File: config.mk
export PLATFORM = sky130hd
export DESIGN_NAME = tsm_div
export DESIGN_NICKNAME = d
export VERILOG_FILES = /design/src/rtl/tsm_pkg.sv /design/src/rtl/tsm_div.sv
export SDC_FILE = /design/constraint.sdc
export NUM_CORES = 1
export LEC_CHECK = 0
export BUFFER_PORTS_ARGS = -buffer_cell sky130_fd_sc_hd__buf_2
export CAP_MARGIN = 40
export CORE_UTILIZATION = 45
export DETAILED_ROUTE_END_ITERATION = 10
export GPL_ROUTABILITY_DRIVEN = 0
export PLACE_DENSITY = 0.77
export SYNTH_ARGS = -nofsm -noshare
export SYNTH_HDL_FRONTEND = slang
export SYNTH_SLANG_ARGS = --single-unit
File: constraint.sdc
create_clock -name clock -period 6.7 [get_ports clock]
set_input_delay 1.005 -clock clock [delete_from_list [all_inputs] [get_ports clock]]
set_output_delay 1.005 -clock clock [all_outputs]
set_load 0.02 [all_outputs]
File: src/rtl/tsm_pkg.sv
// shared types and constants for the per-core time share monitor
// no dependencies

package tsm_pkg;

   localparam int CORE_COUNT = 128;
   localparam int CORE_AW    = (CORE_COUNT > 1) ? $clog2(CORE_COUNT) : 1;
   localparam int CORE_W     = 7;
   localparam int CNT_W      = 64;
   localparam int SHARE_W    = 15;
   localparam int M_W        = 69;
   localparam int SERIAL_LEN = 69;
   localparam int DIV_STEPS  = 15;
   localparam int REQ_W      = 520;
   localparam int RSP_W      = 72;

   localparam logic [SHARE_W-1:0] SHARE_FULL = 15'd25600;

   localparam logic [1:0] MODE_FOUR  = 2'd0;
   localparam logic [1:0] MODE_SEVEN = 2'd1;
   localparam logic [1:0] MODE_EIGHT = 2'd2;

   // counter order in the request
   localparam int IX_USER  = 0;
   localparam int IX_NICE  = 1;
   localparam int IX_SYS   = 2;
   localparam int IX_IDLE  = 3;
   localparam int IX_IOW   = 4;
   localparam int IX_IRQ   = 5;
   localparam int IX_SIRQ  = 6;
   localparam int IX_STEAL = 7;

   // category order, total last
   localparam int CAT_IDLE  = 0;
   localparam int CAT_USER  = 1;
   localparam int CAT_SYS   = 2;
   localparam int CAT_IOW   = 3;
   localparam int CAT_TOTAL = 4;

   typedef logic [7:0][CNT_W-1:0] tsm_counts_type;
   typedef logic [4:0][CNT_W-1:0] tsm_prev_type;
   typedef logic [3:0][M_W-1:0]   tsm_prod_type;

   typedef struct packed {
      logic [3:0] num_zero;
      logic [3:0] cat_ge;
      logic       den_zero;
   } tsm_flags_type;

   typedef enum logic [2:0] {
      ST_IDLE,
      ST_READ,
      ST_LOAD,
      ST_SERIAL,
      ST_DIV_START,
      ST_DIV_WAIT,
      ST_WRITE
   } tsm_state_type;

endpackage

File: src/rtl/tsm_div.sv
// restoring divider, one quotient bit per cycle, fifteen bits per share
// depends on tsm_pkg

module tsm_div (
   input  logic                      clock,
   input  logic                      reset,
   input  logic                      start,
   input  logic [tsm_pkg::M_W-1:0]   prod,
   input  logic [63:0]               den,
   output logic                      done,
   output logic [tsm_pkg::SHARE_W-1:0] quot
);
   import tsm_pkg::*;

   logic               busy_ff, busy_in, done_ff, done_in;
   logic [3:0]         step_ff, step_in;
   logic [CNT_W-1:0]   r_ff, r_in;
   logic [SHARE_W-1:0] sh_ff, sh_in, q_ff, q_in;
   logic [CNT_W:0]     r2, diff;
   logic               take;

   always_comb begin
      r2      = {r_ff, sh_ff[SHARE_W-1]};
      diff    = r2 - {1'b0, den};
      take    = r2 >= {1'b0, den};
      busy_in = busy_ff;
      done_in = 1'b0;
      step_in = step_ff;
      r_in    = r_ff;
      sh_in   = sh_ff;
      q_in    = q_ff;
      if (start) begin
         busy_in = 1'b1;
         step_in = '0;
         r_in    = prod[M_W-1:5];
         sh_in   = {prod[4:0], 10'b0};
      end else if (busy_ff) begin
         r_in    = take ? diff[CNT_W-1:0] : r2[CNT_W-1:0];
         q_in    = {q_ff[SHARE_W-2:0], take};
         sh_in   = {sh_ff[SHARE_W-2:0], 1'b0};
         step_in = step_ff + 4'd1;
         if (step_ff == 4'(DIV_STEPS - 1)) begin
            busy_in = 1'b0;
            done_in = 1'b1;
         end
      end
   end

   always_ff @(posedge clock) begin
      if (reset) begin
         busy_ff <= 1'b0;
         done_ff <= 1'b0;
      end else begin
         busy_ff <= busy_in;
         done_ff <= done_in;
      end
      step_ff <= step_in;
      r_ff    <= r_in;
      sh_ff   <= sh_in;
      q_ff    <= q_in;
   end

   assign done = done_ff;
   assign quot = q_ff;

endmodule
; ---- Word level (Yosys, flattened, before mapping)
; Index checks and enable logic that the tools add are counted.
[word_totals]
register_bits = 90
latch_bits = 0
ramBits = 0
rom_bits = 0
inputBits = 136
output_inout_bits = 16
elab_cells = 24
mem_count = 0
[op_classes]
add_sub_neg = 2
mul = 0
n_div = 0
n_lt_le_gt_ge = 1
n_eq_ne = 1
n_shift = 0
n_mux = 9
n_bitwise = 2
n_reduce_logical = 3
[op_table]
columns = operator, count
row1 = 64-bit two-way mux, 3
row2 = 65-bit by 64-bit greater-or-equal comparator with 1-bit output, 1
row3 = 64-bit subtractor, 1
row4 = 15-bit two-way mux, 2
row5 = "4-bit by 1-bit adder with 4-bit output, second input constant", 1
row6 = "4-bit == test, second input constant", 1
row7 = 1-bit two-way mux, 4
row8 = 3-bit OR reduction, 1
row9 = 1-bit inverter, 2
row10 = 2-bit AND reduction, 1
row11 = 2-bit nonzero test, 1

; ---- Logic depth before layout (Yosys ltp)
[depth]
word_depth = 4
ltp_mapped = 16
mapped_depth_nobuf = 14

; ---- Worst setup path after synthesis
; OpenSTA, ideal clock, no wires.
[synth_path]
path_kind = input -> register
start = input den[0]
end = register r_ff[52] (data pin)
setup_ns = 0.260
arrival_ns = 3.714
t_required_ns = 6.440
path_slack_ns = 2.726
path_stages = 13
path_buffers = 0
cell_sequence = ha_1 > inv_1 > fa_1 > a21oi_1 > o21ai_2 > a211oi_4 > o211ai_2 > a221oi_2 > nand3_1 > a31o_1 > xor2_1 > mux2_2 > mux2_2
[synth_between]
elab_chain_len = 4
elab_cells_between_ends = 5
cone_classes = 1 x add/sub / 1 x order compare / 3 x mux
[synth_lines]
columns = element, line
row1 = "start, declared", tsm_div.sv:9  ; input logic [63:0] den,
row2 = 64-bit subtractor / 65-bit by 64-bit greater-or-equal comparator with 1-bit output (equally long branches), "tsm_div.sv:24, tsm_div.sv:25"
row3 = 64-bit two-way mux *, tsm_div.sv:38  ; r_in = take ? diff[CNT_W-1:0] : r2[CNT_W-1:0];
row4 = 64-bit two-way mux *, tsm_div.sv:37  ; end else if (busy_ff) begin
row5 = 64-bit two-way mux *, tsm_div.sv:32  ; if (start) begin
row6 = via r_in[52], tsm_div.sv:17  ; logic [CNT_W-1:0] r_ff, r_in;
row7 = "end signal, assigned", tsm_div.sv:58  ; r_ff <= r_in;
row8 = "end, declared", tsm_div.sv:17
; Mark *: on every way through the listed nets, which the timed path passes. The rest lies on a longest branch. The select of a mux whose other input is x is not followed.
; A chain may end at the register's enable or synchronous reset.

; ---- Final worst setup path
[layout_path]
start = input den[10]
end = register r_ff[32] (data pin)
; Same word-level chain as after synthesis.

==> results_dict.tcl <==
set metrics [dict create \
    critPathTopFamily "compound AO/OA/AOI/OAI gates" \
    arrival_ns 5.01 \
    status "finished, final reports clean" \
    cts_resized 0 \
    numClockSinks 90 \
    p_leak_nw 4.20 \
    irDropWorstVdd_uv 190 \
    drt_iter0_drc 681 \
    netlist.area_leader.share_pct 29.6 \
    track_usage_pct 23.3 \
    totalWireLength_mm 22.3 \
    cap_viol_max_count 0 \
    power.density_nw_per_um2 329 \
    grt_pass1_wl_mm 36.5 \
    hold_class "reg2reg" \
    die_area_um2 19500 \
    critPathKind "in2reg" \
    grt_max_degree 72 \
    cts_buffers 9 \
    path_clk_slew_ns 0.07 \
    tightest_slew_ns 0.737 \
    core_area_um2 18300 \
    place.detailed.hpwl_mm 16.9 \
    whs_ns 0.444 \
    io_pins 152 \
    ys_types 83 \
    synth-edff-count 84 \
    crit_slowest_cell "clkinv_2" \
    remaining_drc_errors 0 \
    drt_first_pass_iters 5 \
    path_cells "buf_2 > inv_1 > ha_1 > a21oi_1 > o21a_1 > nor2_1 > a211oi_2 > a211oi_1 > o21ba_4 > o31ai_4 > o21a_2 > clkinv_2 > mux2_1 > mux2_2" \
    netlist_area_um2 8510 \
    fmaxAchievable_mhz 205 \
    path_max_fanout 29 \
    grt_pass1_vias 7463 \
    wire_per_inst_um 16.9 \
    via_count 7659 \
    synth_cells 968 \
    area_growth_pct 13.2 \
    final_nets 1285 \
    die_y_um 140 \
    hold_viol 0 \
    clock-root-buffer "clkbuf_16" \
    antenna_found_initial 1 \
    rows 49 \
    ant_nets 0 \
    numPortBuffers 151 \
    slew_viol_final 0 \
    rsz0062_at_grt "no" \
    via_per_inst 5.82 \
    htree_levels 3 \
    seqCellArea_um2 2640 \
    grt_overflow 0 \
    clk_path_buf_depth 2 \
    final_common_cell "buf_2" \
    ys_ff_latch 90 \
    cp-end-kind "flop" \
    async_flop_share_pct 0 \
    num-fill-cells 1736 \
    worst-path-buf-inv 3 \
    most-common-layout-cells "buf_2, nand2_1, inv_1, edfxtp_1, a21oi_1" \
    max-slew-margin-rel_pct 50.8 \
    hold_buffers 0 \
    drive_gt1_share_pct 20.3 \
    post_cts_buffers 0 \
    setup_viol 0 \
    diodes 0 \
    crit_required_ns 6.82 \
    fin_crit_sh_pct 73.0 \
    initial_core_util_pct 46.6 \
    synth_area_per_cell_um2 8.79 \
    yosysTopAreaCell "edfxtp_1" \
    ys_seq_area_share_pct 31.1 \
    setup_tns_ns 0 \
    max_stage_delay_ns 0.70 \
    syn_nets 1171 \
    cts_tree "built" \
    min_period_ns 4.89 \
    dieWidth_um 140 \
    yosys_warnings 0 \
    yosys-top-cells-area "edfxtp_1, ha_1, a21oi_1, nand2_1, inv_1" \
    final.setup_skew_ns 0.00788 \
    multi_input_area_um2 5230 \
    clk_latency_ns 0.36 \
    start_kind "input port" \
    ys.flop_type "edfxtp_1" \
]
path summary, 6_finish.rpt:
path	from	to	slack (ns)	cells past startpoint
worst max-delay path	den[10]	r_ff[32]	1.81	14
worst min-delay path	quot[5]	quot[6]	0.44	0
worst min register to register	quot[5]	quot[6]	0.44	0
worst max register to register	r_ff[15]	r_ff[32]	2.13	11
flip-flops by register name, indices dropped and copies added, names as in the netlist:
signal / cells
r_ff: 64
quot: 15
sh_ff: 5
step_ff: 4
busy_ff: 1
done: 1
stage by stage:
stage	std cells	setup slack, ns	instance area (um2)	utilization (%)	power (mW)
CTS	1316	1.85	9630	52.7	3.15
detailed placement	1300	1.49	9310	51.0	2.58
global placement	1299	1.65	9290	50.8	2.54
finish	1316	1.81	9630	52.7	3.17
global route	1316	1.53	9630	52.7	3.38
floorplan	968	2.73	8510	-	2.24
cells by family (layout without fill, tap and decap cells):
| family | after synthesis | count (layout) | synth area share [%] |
|---|---|---|---|
| simple gates | 294 | 294 | 17.6 |
| compound gates | 286 | 286 | 24.2 |
| buf+inv | 142 | 261 | 7.43 |
| flops | 90 | 90 | 31.1 |
| fa+ha+maj | 67 | 67 | 9.94 |
| xor+xnor | 63 | 63 | 6.49 |
| mux | 26 | 26 | 3.29 |
cell usage after synthesis, types with 8 or more instances:
cell / n
o21ai_0: 45
a31oi_1: 8
a21oi_1: 79
o21bai_1: 12
and2_1: 8
nor2b_1: 8
buf_2: 9
o21a_1: 11
nand3_1: 14
edfxtp_1: 84
nor3b_1: 14
mux2i_1: 10
nand4_1: 19
a221o_1: 16
inv_1: 87
nand2_1: 104
mux2_2: 13
nand3b_1: 32
nor2_1: 52
ha_1: 66
o311ai_1: 24
nor3_1: 13
xor2_1: 29
clkbuf_1: 30
a21o_1: 26
o21ai_1: 10
xnor2_1: 34
metal layers:
layer  up-vias  wire, um  GRT usage (%)
li1       3785         -              -
met1      3576     10400           31.9
met2       273     10200           38.2
met3        25      1340           3.68
met4         0       315           6.37
met5         -         0              0
where the power goes:
group | internal [mW] | switching, mW | total, mW
logic | 0.717 | 1.03 | 1.74
clock network | 0.301 | 0.261 | 0.562
registers | 0.785 | 0.0739 | 0.859
layout make-up:
cell class | count | share of cell area [%]
Multi-Input combinational cell | 736 | 54.4
Clock inverter | 7 | 0.975
Sequential cell | 90 | 27.4
Clock buffer | 9 | 2.34
Timing Repair Buffer | 157 | 8.47
Inverter | 88 | 3.44
Tap cell | 229 | 2.98
Power figures use the tool's default switching activity.
