**config.mk**
```make
export PLATFORM = sky130hd
export DESIGN_NAME = tsm_front
export DESIGN_NICKNAME = d
export VERILOG_FILES = /design/src/rtl/tsm_pkg.sv /design/src/rtl/tsm_front.sv
export SDC_FILE = /design/constraint.sdc
export NUM_CORES = 2
export LEC_CHECK = 0
export ABC_AREA = 1
export BUFFER_PORTS_ARGS = -buffer_cell sky130_fd_sc_hd__buf_2
export CORE_AREA = 5 5 593 595
export CTS_CLUSTER_DIAMETER = 40
export DETAILED_ROUTE_END_ITERATION = 6
export DIE_AREA = 0 0 598 600
export PLACE_DENSITY = 0.36
export SLEW_MARGIN = 0
export SYNTH_ARGS = -nofsm -noshare
export SYNTH_HDL_FRONTEND = slang
export SYNTH_SLANG_ARGS = --single-unit
```
**constraint.sdc**
```tcl
create_clock -name clock -period 37.3 [get_ports clock]
set_clock_uncertainty 0.15 [all_clocks]
set_input_delay 7.46 -clock clock [delete_from_list [all_inputs] [get_ports clock]]
set_output_delay 7.46 -clock clock [all_outputs]
set_load 0.01 [all_outputs]
```
**src/rtl/tsm_pkg.sv**
```systemverilog
// shared types and constants for the per-core time share monitor
// no dependencies

package tsm_pkg;

   localparam int CORE_COUNT = 128;
   localparam int CORE_AW    = (CORE_COUNT > 1) ? $clog2(CORE_COUNT) : 1;
   localparam int CORE_W     = 7;
   localparam int CNT_W      = 64;
   localparam int SHARE_W    = 15;
   localparam int M_W        = 69;
   localparam int SERIAL_LEN = 69;
   localparam int DIV_STEPS  = 15;
   localparam int REQ_W      = 520;
   localparam int RSP_W      = 72;

   localparam logic [SHARE_W-1:0] SHARE_FULL = 15'd25600;

   localparam logic [1:0] MODE_FOUR  = 2'd0;
   localparam logic [1:0] MODE_SEVEN = 2'd1;
   localparam logic [1:0] MODE_EIGHT = 2'd2;

   // counter order in the request
   localparam int IX_USER  = 0;
   localparam int IX_NICE  = 1;
   localparam int IX_SYS   = 2;
   localparam int IX_IDLE  = 3;
   localparam int IX_IOW   = 4;
   localparam int IX_IRQ   = 5;
   localparam int IX_SIRQ  = 6;
   localparam int IX_STEAL = 7;

   // category order, total last
   localparam int CAT_IDLE  = 0;
   localparam int CAT_USER  = 1;
   localparam int CAT_SYS   = 2;
   localparam int CAT_IOW   = 3;
   localparam int CAT_TOTAL = 4;

   typedef logic [7:0][CNT_W-1:0] tsm_counts_type;
   typedef logic [4:0][CNT_W-1:0] tsm_prev_type;
   typedef logic [3:0][M_W-1:0]   tsm_prod_type;

   typedef struct packed {
      logic [3:0] num_zero;
      logic [3:0] cat_ge;
      logic       den_zero;
   } tsm_flags_type;

   typedef enum logic [2:0] {
      ST_IDLE,
      ST_READ,
      ST_LOAD,
      ST_SERIAL,
      ST_DIV_START,
      ST_DIV_WAIT,
      ST_WRITE
   } tsm_state_type;

endpackage

```
**src/rtl/tsm_front.sv**
```systemverilog
// bit-serial front end: counter sums, deltas, times-25 products and compares
// depends on tsm_pkg

module tsm_front (
   input  logic                  clock,
   input  logic [1:0]            mode,
   input  logic                  load_cnt,
   input  tsm_pkg::tsm_counts_type counts,
   input  logic                  load_prev,
   input  tsm_pkg::tsm_prev_type prev,
   input  logic                  step,
   input  logic [6:0]            bit_idx,
   output tsm_pkg::tsm_prod_type prod,
   output logic [63:0]           den,
   output tsm_pkg::tsm_flags_type flags,
   output logic [63:0]           new_total,
   output logic [63:0]           new_sys,
   output logic [63:0]           cur_idle,
   output logic [63:0]           cur_user,
   output logic [63:0]           cur_iow
);
   import tsm_pkg::*;

   tsm_counts_type cnt_ff, cnt_in;
   tsm_prev_type   prev_ff, prev_in;
   tsm_prod_type   m_ff, m_in;
   logic [CNT_W-1:0] den_ff, den_in, tot_ff, tot_in, sys_ff, sys_in;
   logic [4:0]     br_ff, br_in;
   logic [3:0][3:0] hist_ff, hist_in;
   logic [3:0][1:0] cm_ff, cm_in;
   logic [1:0]     csys_ff, csys_in;
   logic [2:0]     ctot_ff, ctot_in;
   tsm_flags_type  flags_ff, flags_in;

   logic           active, nf, eight, sys_bit, tot_bit;
   logic [7:0]     b;
   logic [4:0]     pb, a, d;
   logic [2:0]     sys_sum;
   logic [3:0]     tot_sum;
   logic [3:0][2:0] msum;

   always_comb begin
      active  = bit_idx < 7'(CNT_W);
      nf      = mode != MODE_FOUR;
      eight   = nf && (mode != MODE_SEVEN);
      for (int k = 0; k < 8; k++) b[k] = cnt_ff[k][0] & active;
      for (int k = 0; k < 5; k++) pb[k] = prev_ff[k][0] & active;
      sys_sum = 3'(b[IX_SYS]) + 3'(b[IX_IRQ] & nf) + 3'(b[IX_SIRQ] & nf) + 3'(csys_ff);
      tot_sum = 4'(b[IX_USER]) + 4'(b[IX_NICE]) + 4'(b[IX_SYS]) + 4'(b[IX_IDLE])
              + 4'(b[IX_IOW] & nf) + 4'(b[IX_IRQ] & nf) + 4'(b[IX_SIRQ] & nf)
              + 4'(b[IX_STEAL] & eight) + 4'(ctot_ff);
      sys_bit = sys_sum[0];
      tot_bit = tot_sum[0];
      a[CAT_IDLE]  = b[IX_IDLE];
      a[CAT_USER]  = b[IX_USER];
      a[CAT_SYS]   = sys_bit;
      a[CAT_IOW]   = b[IX_IOW];
      a[CAT_TOTAL] = tot_bit;
      for (int k = 0; k < 5; k++) begin
         d[k]     = (a[k] ^ pb[k] ^ br_ff[k]) & active;
         br_in[k] = (~a[k] & pb[k]) | (~(a[k] ^ pb[k]) & br_ff[k]);
      end
      for (int c = 0; c < 4; c++) begin
         msum[c] = 3'(d[c]) + 3'(hist_ff[c][2]) + 3'(hist_ff[c][3]) + 3'(cm_ff[c]);
      end

      cnt_in   = cnt_ff;
      prev_in  = prev_ff;
      m_in     = m_ff;
      den_in   = den_ff;
      tot_in   = tot_ff;
      sys_in   = sys_ff;
      hist_in  = hist_ff;
      cm_in    = cm_ff;
      csys_in  = csys_ff;
      ctot_in  = ctot_ff;
      flags_in = flags_ff;

      if (load_cnt) begin
         cnt_in = counts;
      end
      if (load_prev) begin
         prev_in  = prev;
         br_in    = '0;
         hist_in  = '0;
         cm_in    = '0;
         csys_in  = '0;
         ctot_in  = '0;
         flags_in = '{num_zero: 4'b1111, cat_ge: 4'b1111, den_zero: 1'b1};
      end else if (step) begin
         csys_in = sys_sum[2:1];
         ctot_in = tot_sum[3:1];
         for (int c = 0; c < 4; c++) begin
            cm_in[c]   = msum[c][2:1];
            hist_in[c] = {hist_ff[c][2:0], d[c]};
            m_in[c]    = {msum[c][0], m_ff[c][M_W-1:1]};
            if (d[c]) flags_in.num_zero[c] = 1'b0;
            if (d[c] != d[CAT_TOTAL]) flags_in.cat_ge[c] = d[c];
         end
         if (d[CAT_TOTAL]) flags_in.den_zero = 1'b0;
         if (active) begin
            for (int k = 0; k < 8; k++) cnt_in[k] = {cnt_ff[k][0], cnt_ff[k][CNT_W-1:1]};
            for (int k = 0; k < 5; k++) prev_in[k] = {1'b0, prev_ff[k][CNT_W-1:1]};
            den_in = {d[CAT_TOTAL], den_ff[CNT_W-1:1]};
            tot_in = {tot_bit, tot_ff[CNT_W-1:1]};
            sys_in = {sys_bit, sys_ff[CNT_W-1:1]};
         end
      end else begin
         br_in = br_ff;
      end
   end

   always_ff @(posedge clock) begin
      cnt_ff   <= cnt_in;
      prev_ff  <= prev_in;
      m_ff     <= m_in;
      den_ff   <= den_in;
      tot_ff   <= tot_in;
      sys_ff   <= sys_in;
      br_ff    <= br_in;
      hist_ff  <= hist_in;
      cm_ff    <= cm_in;
      csys_ff  <= csys_in;
      ctot_ff  <= ctot_in;
      flags_ff <= flags_in;
   end

   assign prod      = m_ff;
   assign den       = den_ff;
   assign flags     = flags_ff;
   assign new_total = tot_ff;
   assign new_sys   = sys_ff;
   assign cur_idle  = cnt_ff[IX_IDLE];
   assign cur_user  = cnt_ff[IX_USER];
   assign cur_iow   = cnt_ff[IX_IOW];

endmodule

```
Word level (Yosys, flattened, before mapping). Cells that the tools add are included.

Flip-flop bits (word level): 1343. Output and inout bits: 669. Logic and storage cells: 152.

Add/subtract/negate cells: 23. Order comparisons: 1. Equal/unequal tests: 5. Muxes and demuxes: 7. Bitwise operators: 60. Reduce and logical (&&, ||, !) cells: 16.

Operators by type and width (number): 2-to-1 mux 512 bit (4); 2-to-1 mux 320 bit (3); AND 1 bit (34); AND reduction 2 bit (11); adder 2 x 1 -> 3 bit (6); adder 4 x 1 -> 4 bit (4); adder 3 x 2 -> 3 bit (5); adder 1 x 1 -> 2 bit (6); NOT 1 bit (11); XOR 1 bit (10); less-than comparator 7 bit, second input constant (1); nonzero test 2 bit (3); bitwise OR 1 bit (5); adder 3 x 1 -> 4 bit (1); adder 4 x 3 -> 4 bit (1); inequality test 1 bit (4); AND reduction 3 bit (1); inequality test 2 x 1 -> 1 bit, second input constant (1); logical AND 1 bit (1).

Longest topological paths before layout.
Word-level depth: 15. Gate-level depth with buffers: 14. Gate-level depth less buffers: 14.

Worst setup path before layout. OpenSTA, ideal clock, no wires.

Path kind: input to register. From: input port step. To: register prev_ff[0] in the netlist's numbering (enable). Setup time: 1.445 ns. Arrival time: 29.999 ns. Slack: 5.706 ns. Stages: 3. Buffers on the path: 1. Path through: inv_2 -> clkbuf_1 -> o21ai_0.

Word-level cells in the longest chain between the ends: 2.

RTL lines: start, declared (line tsm_front.sv:11) `input logic step,`; nonzero test 2 bit (no source line); AND reduction 2 bit (no source line); end signal, assigned (line tsm_front.sv:115) `prev_ff <= prev_in;`; end, declared (line tsm_front.sv:25) `tsm_prev_type prev_ff, prev_in;`.

Every way passes these cells. A chain may end at the register's enable or synchronous reset.

==> flow_metrics.env <==
export IMPL_outcome="finished, final reports clean"
export IMPL_synth_edf_count=788
export IMPL_antenna_found_initial=225
export IMPL_grt_use_total_pct=12.2
export IMPL_synth_ff_type="edfxtp_1"
export IMPL_die_h_um=600
export IMPL_clkPwrFrac_pct=55.0
export IMPL_setup_viol_count_final=0
export IMPL_timing_worst_setup_path_type="in -> reg"
export IMPL_ant_nets=0
export IMPL_whs_path_depth=0
export IMPL_synth_top_area_share_pct=44.2
export IMPL_ios=1514
export IMPL_rrSetupSlack_ns=32.43
export IMPL_peakVddDrop_mv=0.0361
export IMPL_cts_root_buf="clkbuf_16"
export IMPL_path_depth=11
export IMPL_die_x_um=598
export IMPL_startpoint_type="primary input"
export IMPL_pwr_share_comb_pct=8.6
export IMPL_worst_endpoint_required_ns=37.91
export IMPL_drive_gt1_share_pct=28.5
export IMPL_ys_warn_count=0
export IMPL_layout_setup_ws_ns=25.38
export IMPL_cp_slowest_cell="buf_4"
export IMPL_rows=216
export IMPL_place_hpwl_mm=180
export IMPL_grt_pass1_wl_mm=315
export IMPL_grt_max_degree=207
export IMPL_syn_num_nets=6448
export IMPL_synth_commonest_cells="nand2_1 (1981), edfxtp_1 (788), inv_1 (557)"
export IMPL_clkLatencyLatePin_ns=0.87
export IMPL_synthTopCellsByArea="edfxtp_1 (44%), dfxtp_1 (21%), nand2_1 (14%)"
export IMPL_synth_cells=5573
export IMPL_cp_arrival_ns=12.52
export IMPL_final_setup_tns_ns=0
export IMPL_maxSlewHeadroom_pct=24.7
export IMPL_netlist_area_mm2=0.0536
export IMPL_postCtsHoldBufs=0
export IMPL_io_buffer_count=1507
export IMPL_path_common_cell="buf_4"
export IMPL_maxCapViolations=0
export IMPL_fmax_mhz=83.9
export IMPL_wl_mm=232
export IMPL_cts_resized=0
export IMPL_reg2reg_depth=14
export IMPL_die_area_mm2=0.359
export IMPL_drt_pass1_iter_count=5
export IMPL_crit_fanout=106
export IMPL_grt_pass1_vias=42700
export IMPL_grt_overflow=0
export IMPL_post_cts_buffers=0
export IMPL_initial_core_util_pct=15.5
export IMPL_avgSynthCellArea_um2=9.61
export IMPL_p_switching_mw=1.23
export IMPL_fin_nets=7789
export IMPL_stdcell_area_mm2=0.0746
export IMPL_p_per_area_mw_per_mm2=64.8
export IMPL_h_tree_depth=5
export IMPL_ys_ff_latch=1343
export IMPL_hp_class="reg -> reg"
export IMPL_path_buf_inv=7
export IMPL_synth_area_leader_cell="edfxtp_1"
export IMPL_stdcell_count=11800
export IMPL_rsz0062_at_grt="no"
export IMPL_leakagePower_nw=32.9
export IMPL_placed_area_mm2=0.0642
export IMPL_critical_path_max_stage_delay_ns=0.89
export IMPL_power_frac_seq_pct=36.4
export IMPL_via_count=42600
export IMPL_yosys_cell_types_count=22
export IMPL_cts_tree="built"
export IMPL_post_route_min_period_ns=11.92
export IMPL_path_cells="buf_2, buf_4, inv_2, nor2_4, nand2_8, buf_4, buf_4, buf_4, buf_4, nand2_1, o21ai_1"
export IMPL_clockBufferDepth=4
export IMPL_min_period_over_period_pct=31.9
export IMPL_holdWs_ns=0.278
export IMPL_cts_clk_slew_worst_paths_ns=0.06
export IMPL_viasPerCell=3.61
export IMPL_dp_cells=11200
export IMPL_drt_initial_drc_count=2536
export IMPL_p_int_mw=3.60
export IMPL_drc=0
export IMPL_yosys_cell_count_top_type="nand2_1"
export IMPL_critPathTopFamily="buffers and inverters"
export IMPL_area_growth_syn_to_layout_pct=39.4
export IMPL_slew_viol_final=0
export IMPL_hold_viol=0
export IMPL_tightest_slew_ns=1.13
export IMPL_gp_congestion=0.882
export IMPL_place_ws_ns=24.48
export IMPL_swShare_pct=25.5
export IMPL_synth_yosys_seq_area_share_pct=64.9
export IMPL_cts_sinks=1343
export IMPL_wl_per_cell_um=19.6
export IMPL_core_area_mm2=0.345
export IMPL_crit_path_end_kind="register"
export IMPL_async_flop_share_pct=0
export IMPL_numCtsBuffers=295
kinds of logic (layout without fill, tap and decap cells):
kind of cell	Yosys count	in the layout	share of synthesized area, %
simple gates	2051	2051	14.4
flops	1343	1343	64.9
compound gates	1087	1087	10.2
buf+inv	1061	2645	9.48
fa+ha+maj	30	30	0.981
xor+xnor	1	1	0.0164
other cells	0	59	0
final cells by class:
type | instances | area (um2)
clock inverters | 183 | 2220
fillers | 38200 | 271000
multi-input cells | 3169 | 13700
clock buffers | 357 | 8010
diodes | 59 | 148
repair buffers | 1546 | 7910
well taps | 4578 | 5730
inverters | 559 | 2110
flip-flops and latches | 1343 | 34800
state kept, by name, indices dropped and copies added, names as in the netlist:
signal,count
cnt_ff,320
prev_ff,320
prod,276
cur_idle,64
cur_iow,64
cur_user,64
den,64
new_sys,64
new_total,64
hist_ff,16
flags,9
cm_ff,8
br_ff,5
ctot_ff,3
csys_ff,2
metrics by stage:
stage	util [%]	power [mW]
after detailed placement	18.6	2.23
after floorplan	-	2.05
after global placement	18.6	2.22
after CTS	21.6	4.95
final	21.6	4.84
after global routing	21.6	5.07
final timing paths:
| path | startpoint | to |
|---|---|---|
| max | step | cnt_ff[403]$_DFF_P_ |
| min | prod[106]$_DFFE_PP_ | prod[105]$_DFFE_PP_ |
| max reg2reg | cur_user[0]$_DFF_P_ | flags[2]$_SDFFE_PP1P_ |
| min reg2reg | prod[106]$_DFFE_PP_ | prod[105]$_DFFE_PP_ |
cells in the final DEF (no fill, tap or decap), drive strengths merged:
cell type  Yosys  final
diode          0     59
clkinv         0     98
o21ai       1066   1066
clkbuf       173    357
nor2          59     59
bufinv         0     31
nand3          9      9
a21oi         20     20
clkinvlp       0     23
fa            20     20
or2            1      1
ha            10     10
buf          329   1546
a211oi         1      1
edfxtp       788    788
xnor2          1      1
inv          559    590
dfxtp        555    555
nand2       1982   1982
power by group through the flow:
stage / Clock (mW) / Sequential [mW] / Combinational, mW
6_report: 2.66 / 1.76 / 0.415
5_1_grt: 2.82 / 1.77 / 0.479
4_1_cts: 2.75 / 1.77 / 0.435
3_5_place_dp: 0 / 1.79 / 0.434
3_3_place_gp: 0 / 1.79 / 0.432
2_1_floorplan: 0 / 1.80 / 0.248
per-layer routing:
| metal | share of wire, % | up-vias | global-route usage, % |
|---|---|---|---|
| met3 | 10 | 630 | 5.53 |
| met4 | 4.4 | 150 | 5.09 |
| li1 | - | 20800 | - |
| met1 | 34 | 19500 | 11.9 |
| met5 | 0.41 | - | 0 |
| met2 | 51 | 1509 | 22.2 |
Power figures use the tool's default switching activity.
